`src/hw/rtl/lkts_pkg.sv`:
```
package lkts_pkg;

    localparam int MAX_KEYS_DEF = 256;
    localparam int CMD_W        = 2;
    localparam int FRAME_W      = 24;
    localparam int WEIGHT_W     = 16;
    localparam int POS_W        = 32;
    localparam int FRAC_W       = 8;
    localparam int ENTRY_W      = FRAME_W + WEIGHT_W;
    localparam int DIFF_W       = WEIGHT_W + 1;
    localparam int PROD_W       = POS_W + WEIGHT_W;
    localparam int QUOT_W       = WEIGHT_W + 1;
    localparam int REM_W        = POS_W;

    typedef enum logic [1:0] {
        CMD_CLEAR  = 2'd0,
        CMD_INSERT = 2'd1,
        CMD_SAMPLE = 2'd2
    } cmd_t;

    typedef enum logic [3:0] {
        ST_IDLE,
        ST_INS,
        ST_INS_CHK,
        ST_RD_FIRST,
        ST_CHK_FIRST,
        ST_RD_LAST,
        ST_CHK_LAST,
        ST_SRCH,
        ST_SRCH_CHK,
        ST_MUL,
        ST_DIV_GO,
        ST_DIV_WAIT,
        ST_FIN
    } state_t;

    typedef struct packed {
        logic              start;
        logic [PROD_W-1:0] dividend;
        logic [REM_W-1:0]  divisor;
    } div_req_t;

endpackage

```
`src/hw/rtl/lkts_div.sv`:
```
module lkts_div (
    input  logic                              aclk,
    input  logic                              aresetn,
    input  lkts_pkg::div_req_t                req,
    output logic                              done,
    output logic [lkts_pkg::QUOT_W-1:0]       quotient
);

    localparam int QW  = lkts_pkg::QUOT_W;
    localparam int RW  = lkts_pkg::REM_W;
    localparam int PW  = lkts_pkg::PROD_W;
    localparam int CNW = $clog2(QW + 1);

    logic [RW-1:0]  rem_reg, rem_next;
    logic [RW-1:0]  den_reg, den_next;
    logic [QW-1:0]  sh_reg, sh_next;
    logic [CNW-1:0] cnt_reg, cnt_next;
    logic           busy_reg, busy_next;
    logic           done_reg, done_next;
    logic [RW:0]    trial;
    logic           ge;

    // restoring divide, one quotient bit per cycle; quotient fits in QW bits
    always_comb begin
        trial     = {rem_reg, sh_reg[QW-1]};
        ge        = trial >= {1'b0, den_reg};
        rem_next  = rem_reg;
        den_next  = den_reg;
        sh_next   = sh_reg;
        cnt_next  = cnt_reg;
        busy_next = busy_reg;
        done_next = 1'b0;
        if (req.start) begin
            rem_next  = RW'(req.dividend[PW-1:QW]);
            sh_next   = req.dividend[QW-1:0];
            den_next  = req.divisor;
            cnt_next  = CNW'(QW);
            busy_next = 1'b1;
        end else if (busy_reg) begin
            rem_next = ge ? RW'(trial - {1'b0, den_reg}) : trial[RW-1:0];
            sh_next  = {sh_reg[QW-2:0], ge};
            cnt_next = cnt_reg - 1'b1;
            if (cnt_reg == CNW'(1)) begin
                busy_next = 1'b0;
                done_next = 1'b1;
            end
        end
    end

    always_ff @(posedge aclk) begin
        rem_reg <= rem_next;
        den_reg <= den_next;
        sh_reg  <= sh_next;
        cnt_reg <= cnt_next;
        if (!aresetn) begin
            busy_reg <= 1'b0;
            done_reg <= 1'b0;
        end else begin
            busy_reg <= busy_next;
            done_reg <= done_next;
        end
    end

    assign done     = done_reg;
    assign quotient = sh_reg;

endmodule

```
`config.mk`:
```
export PLATFORM = sky130hd
export DESIGN_NAME = lkts_div
export DESIGN_NICKNAME = d
export VERILOG_FILES = /design/src/hw/rtl/lkts_pkg.sv /design/src/hw/rtl/lkts_div.sv
export SDC_FILE = /design/constraint.sdc
export NUM_CORES = 1
export LEC_CHECK = 0
export BUFFER_PORTS_ARGS = -buffer_cell sky130_fd_sc_hd__buf_4
export CAP_MARGIN = 20
export CORE_AREA = 2 2 155 96
export DETAILED_ROUTE_END_ITERATION = 7
export DIE_AREA = 0 0 157 98
export GPL_ROUTABILITY_DRIVEN = 0
export PLACE_DENSITY = 0.63
export SLEW_MARGIN = 20
export SYNTH_ARGS = -nofsm -noshare
export SYNTH_HDL_FRONTEND = slang
export SYNTH_SLANG_ARGS = --single-unit
```
`constraint.sdc`:
```
create_clock -name aclk -period 3.8 [get_ports aclk]
set_clock_uncertainty 0.1 [all_clocks]
set_input_delay 0 -clock aclk [delete_from_list [all_inputs] [get_ports aclk]]
set_output_delay 0 -clock aclk [all_outputs]
set_load 0.02 [all_outputs]
```
==> results of run 1 <==
metrics by stage:
stage	total power [mW]	cells	hold slack (ns)	worst slack (ns)
6_report	4.22	911	0.00607	0.321
5_1_grt	4.51	911	0.0297	0.127
4_1_cts	4.21	911	0.000542	0.403
3_5_place_dp	3.29	817	0.0794	0.421
3_3_place_gp	3.28	817	0.0779	0.519
2_1_floorplan	2.83	540	-0.00113	0.582
logic make-up (layout without fill, tap and decap cells):
group,after synthesis,after routing
DFF,88,88
AOI/OAI and AO/OA,134,134
buffers and inverters,72,245
xor gates and xnor gates,29,29
adders and majority gates,35,35
muxes,24,24
and+or+nand+nor,158,158
what timing repair did:
action	4_1_cts	5_1_grt
hold endpoints to repair	79	0
hold buffers	78	0
setup endpoints to repair	0	0
where the power goes:
| part | total, mW | switching (mW) | internal, mW |
|---|---|---|---|
| Sequential | 1.38 | 0.0971 | 1.28 |
| Clock | 0.825 | 0.363 | 0.461 |
| Combinational | 2.02 | 1.14 | 0.876 |
| Total | 4.22 | 1.60 | 2.62 |
layer usage:
layer / up-vias / global-route usage [%]
li1: 2319 / -
met1: 2183 / 28.2
met2: 148 / 28.5
met3: 9 / 3.95
met4: 0 / 3.53
met5: - / 0
final cells by class:
class,count,area (µm²),area share (%)
multi-input combinational,380,2640,35.3
sequential,88,2560,34.2
timing repair buffer,185,1600,21.3
clock buffer,13,250,3.34
tap,198,248,3.31
inverter,44,165,2.21
clock inverter,3,18.8,0.251
cells in the mapped netlist, types with 5 or more instances:
cell	n	area, µm²
nor4b_1	7	61.3
o21ai_0	16	80.1
a31oi_1	18	113
inv_1	44	165
nor2_1	37	139
nand2b_1	6	37.5
xor2_1	10	87.6
nand2_1	60	225
mux2i_1	6	60.1
mux2_2	18	203
nor3_1	8	40.0
clkbuf_1	17	63.8
dfxtp_1	8	160
nand4_1	7	43.8
nand3_1	8	40.0
edfxtp_1	80	2400
ha_1	34	425
and3_1	5	31.3
a21o_1	9	67.6
xnor2_1	19	166
a21oi_1	43	215
critical path, cell delays in order (launching register included):
cell and delay [ns]:
edfxtp_1 0.39, inv_1 0.09, ha_1 0.16, inv_1 0.05, fa_1 0.39, a21o_1 0.21
a221oi_1 0.49, o31a_2 0.30, o21bai_4 0.10, a221o_1 0.34, a31oi_1 0.22, nor4b_1 0.28
nor4_1 0.08
worst min-delay path by stage:
stage,cells after the start,to
final,3,rem_reg[30]$_DFFE_PP_
after global routing,2,cnt_reg[2]$_SDFFE_PP0P_
after CTS,3,rem_reg[30]$_DFFE_PP_
after detailed placement,1,den_reg[11]$_DFFE_PP_
after global placement,1,den_reg[8]$_DFFE_PP_
after floorplan,0,den_reg[0]$_DFFE_PP_
==> reports/qor.txt, run 1 <==
# fillers -> 1252
DRT Wirelength -> 14100 µm
MaxCap Viol Count -> 0
hold wc startpoint -> req[79]
Core ar. -> 14100 µm²
Layout area overhead -> 36.0%
DRT iter0 DRCs -> 365
min Tclk post-route -> 3.48 ns
remaining antenna violation count after routing -> 0
gr ovfl total -> 0
Post-synth EDFFs -> 80
WP data arrival -> 3.46 ns
Final TNS setup -> 0 ns
Hold Path Class -> input pin to register
CP startpoint -> quotient[16]$_DFFE_PP_
synth warn -> 0
Port Buffers -> 100
reg-to-reg endpoint -> rem_reg[30]$_DFFE_PP_
CP Max Fanout -> 4
clk buf depth -> 2
placed inst area -> 6430 µm²
Detailed Routing Iterations Pass 1 -> 4
crit path launch type -> register
WL per Instance -> 15.4 µm
Pins Over Slew Limit -> 0
latest clock arrival within the worst-skew pair -> 0.35 ns
Max VDD drop -> 233 µV
GRT Overall Usage -> 18.9%
H-Tree Level Count -> 3
CTS resizes -> 0
reg-to-reg slack, setup -> 0.32 ns
Vias per Instance -> 5.11
Critical Path End -> rem_reg[30]$_DFFE_PP_
fin util -> 53.1%
fmax -> 0.287 GHz
Nets -> 826
syn_area_per_cell -> 10.2 µm²
Syn Inst Count -> 540
design area -> 7480 µm²
CTS tree -> yes
DRC Markers -> 0
actual slew at the worst max-slew pin -> 0.869 ns
Die Height -> 98 µm
XOR/XNOR Fraction of Synth Area -> 4.62%
r2r startpoint -> quotient[16]$_DFFE_PP_
Synth Area in Adders -> 8.10%
Clock transition at path regs -> 0.07 ns
vias -> 4659
# diodes -> 0
CP endpoint kind -> register
setup violators final -> 0
static leakage -> 3.13 nW
most common cell after layout, fill and taps aside -> buf_4
worst reg-to-reg path cell count -> 12
syn_nets -> 658
met3 routed WL -> 638 µm
RSZ-0062 raised after global routing -> no
I/O Pins -> 101
Setup Buffers After CTS -> 0
largest family of logic cells by synthesized area -> compound AO/OA/AOI/OAI gates
HPWL after DPL -> 9770 µm
first-pass GRT wire length -> 23200 µm
Post-Synth Simple-Gate Area -> 13.9%
FP Rows -> 34
Pwr Density -> 563 nW/µm²
DR WL met2 -> 6130 µm
status -> complete, no violations
Initial Util -> 39.1%
Clock Root Buffer -> clkbuf_16
number of buffers created by CTS -> 9
CTS sink cnt -> 88
CP required -> 3.79 ns
share of layout cells above drive strength 1 -> 21.2%
final hold violations -> 0
final period utilization -> 91.5%
Synth cell types -> 63
Die Wd -> 157 µm
max_slew headroom -> 41.7%
pin count of the biggest net entering global routing -> 45
critical path class -> register to register
max layer used -> met4
flops & latches, synth -> 88
async set-reset flop share out of synthesis -> 0%
mapped cell area -> 5500 µm²
Compound-Gate Fraction of Synth Area -> 16.6%
predominant post-synthesis flop cell -> edfxtp_1
mux share of post-synthesis cell area -> 4.78%
initial antenna violation count -> 0
vias in the first global route -> 4698
Met1 Wirelength -> 7210 µm
Die Area -> 15400 µm²
Seq/Total Area, Yosys -> 46.6%
most frequent cells in the layout -> buf_4, edfxtp_1, dlygate4sd3_1, nand2_1
(Power assumes the default switching activity.)
==> run 2, diff against run 1 <==
Settings changed: GPL_TIMING_DRIVEN set to 0, SKIP_LAST_GASP set to 1.
==> run 2 against run 1 <==
Against the previous run: sequential power about the same; register-to-register slack worse by 0.10 ns; setup slack lost 0.10 ns; highest routed layer unchanged.
==> reports/qor.txt, run 2 (same netlist as run 1, synthesis figures left out) <==
vias -> 4828
Nets -> 849
CTS sink cnt -> 88
# fillers -> 1254
latest clock arrival within the worst-skew pair -> 0.35 ns
multi-input combinational cell area -> 2640 µm²
max_slew headroom -> 52.4%
MaxCap Viol Count -> 0
CP Max Fanout -> 4
Die Area -> 15400 µm²
Detailed Routing Iterations Pass 1 -> 5
Vias per Instance -> 5.17
Final TNS setup -> 0 ns
M2 GR Usage -> 29.7%
design area -> 7600 µm²
share of layout cells above drive strength 1 -> 21.2%
# diodes -> 0
DRC Markers -> 0
CP required -> 3.79 ns
HPWL after DPL -> 10700 µm
DRT Wirelength -> 15200 µm
power share of the sequential group -> 31.9%
actual slew at the worst max-slew pin -> 0.714 ns
met1 Use GR -> 30.3%
static leakage -> 3.17 nW
DRT iter0 DRCs -> 374
crit path launch type -> register
P_sw -> 1.69 mW
most frequent cells in the layout -> buf_4, edfxtp_1, dlygate4sd3_1, nand2_1
r2r startpoint -> quotient[16]$_DFFE_PP_
CP startpoint -> quotient[16]$_DFFE_PP_
RSZ-0062 raised after global routing -> no
initial antenna violation count -> 0
Hold Path Class -> input pin to register
status -> complete, no violations
WP data arrival -> 3.57 ns
Layout area overhead -> 38.1%
vias in the first global route -> 4688
Max VDD drop -> 242 µV
met3 Track Usage GR -> 4.75%
min Tclk post-route -> 3.58 ns
final hold violations -> 0
setup violators final -> 0
final period utilization -> 94.2%
Pins Over Slew Limit -> 0
Clock Root Buffer -> clkbuf_16
Die Height -> 98 µm
reg-to-reg slack, setup -> 0.22 ns
Initial Util -> 39.1%
Die Wd -> 157 µm
hold wc startpoint -> req[76]
first-pass GRT wire length -> 24200 µm
sw frac -> 39.2%
Cell Int Power -> 2.62 mW
fmax -> 0.279 GHz
Core ar. -> 14100 µm²
clk buf depth -> 2
WL per Instance -> 16.3 µm
Gate power share -> 48.3%
CTS tree -> yes
FP Rows -> 34
critical path class -> register to register
pin count of the biggest net entering global routing -> 36
storage element area -> 2560 µm²
remaining antenna violation count after routing -> 0
number of buffers created by CTS -> 9
H-Tree Level Count -> 3
most common cell after layout, fill and taps aside -> buf_4
Clock power frac -> 19.8%
CP endpoint kind -> register
Pwr Density -> 567 nW/µm²
placed inst area -> 6530 µm²
Port Buffers -> 100
Top Usage Layer GRT -> met1
GRT Overall Usage -> 20.3%
Clock transition at path regs -> 0.07 ns
I/O Pins -> 101
gr ovfl total -> 0
## run 2: cell count changes in the layout (fill, tap and decap cells not counted), moves of 2 or more
cell,previous run,this run
buf_4,106,102
buf_6,0,2
buf_2,0,4
buf_1,0,3
clkbuf_1,3,17
inv_6,0,2
## run 2: worst paths after layout
| check | endpoint | cells past startpoint |
|---|---|---|
| worst max-delay path | rem_reg[30]$_DFFE_PP_ | 12 |
| worst min-delay path | rem_reg[27]$_DFFE_PP_ | 3 |
| worst max register to register | rem_reg[30]$_DFFE_PP_ | 12 |
| worst min register to register | cnt_reg[4]$_SDFFE_PP1P_ | 2 |
## run 2: routing by layer
layer / up-vias / share of wire [%]
met5: - / 0
met1: 2288 / 50
met4: 0 / 1.4
met2: 160 / 43
li1: 2362 / -
met3: 18 / 5.9
## run 2: power by group through the flow
stage	registers (mW)	logic (mW)	clock network (mW)
floorplan	1.39	1.44	0
global placement	1.38	1.94	0
detailed placement	1.39	1.98	0
CTS	1.37	2.06	0.866
global route	1.39	2.31	0.906
finish	1.37	2.08	0.851
## run 2: timing repair
item / in CTS / in global routing
buffers inserted: 0 / 0
setup endpoints to repair: 0 / 0
resized for setup: 0 / 0
hold buffers: 79 / 0
endpoints found under the hold margin: 80 / 0
## run 2: critical path, stage by stage (launching register included)
cell and delay [ns]:
edfxtp_1 0.40, inv_1 0.10, ha_1 0.18, inv_1 0.06
fa_1 0.41, a21o_1 0.21, a221oi_1 0.46, o31a_2 0.31
o21bai_4 0.10, a221o_1 0.34, a31oi_1 0.25, nor4b_1 0.30
nor4_1 0.09
## run 2: final cells by class
cell class              instances  area share, %
multi-input cells             380           34.8
flip-flops and latches         88           33.7
repair buffers                180           20.7
well taps                     198           3.26
clock buffers                   9           2.96
inverters                      44           2.17
plain buffers                  28           1.75
clock inverters                 7          0.708
## run 2: through the flow
step | std cells | util (%) | hold WS [ns] | power, mW | worst slack [ns]
global placement | 838 | 46.2 | 0.0782 | 3.33 | 0.351
CTS | 934 | 54.0 | 0.0159 | 4.29 | 0.250
floorplan | 540 | - | -0.00113 | 2.83 | 0.582
global route | 934 | 54.0 | 0.0318 | 4.61 | 0.0786
detailed placement | 839 | 46.4 | 0.0793 | 3.36 | 0.278
finish | 934 | 54.0 | 0.0301 | 4.30 | 0.221
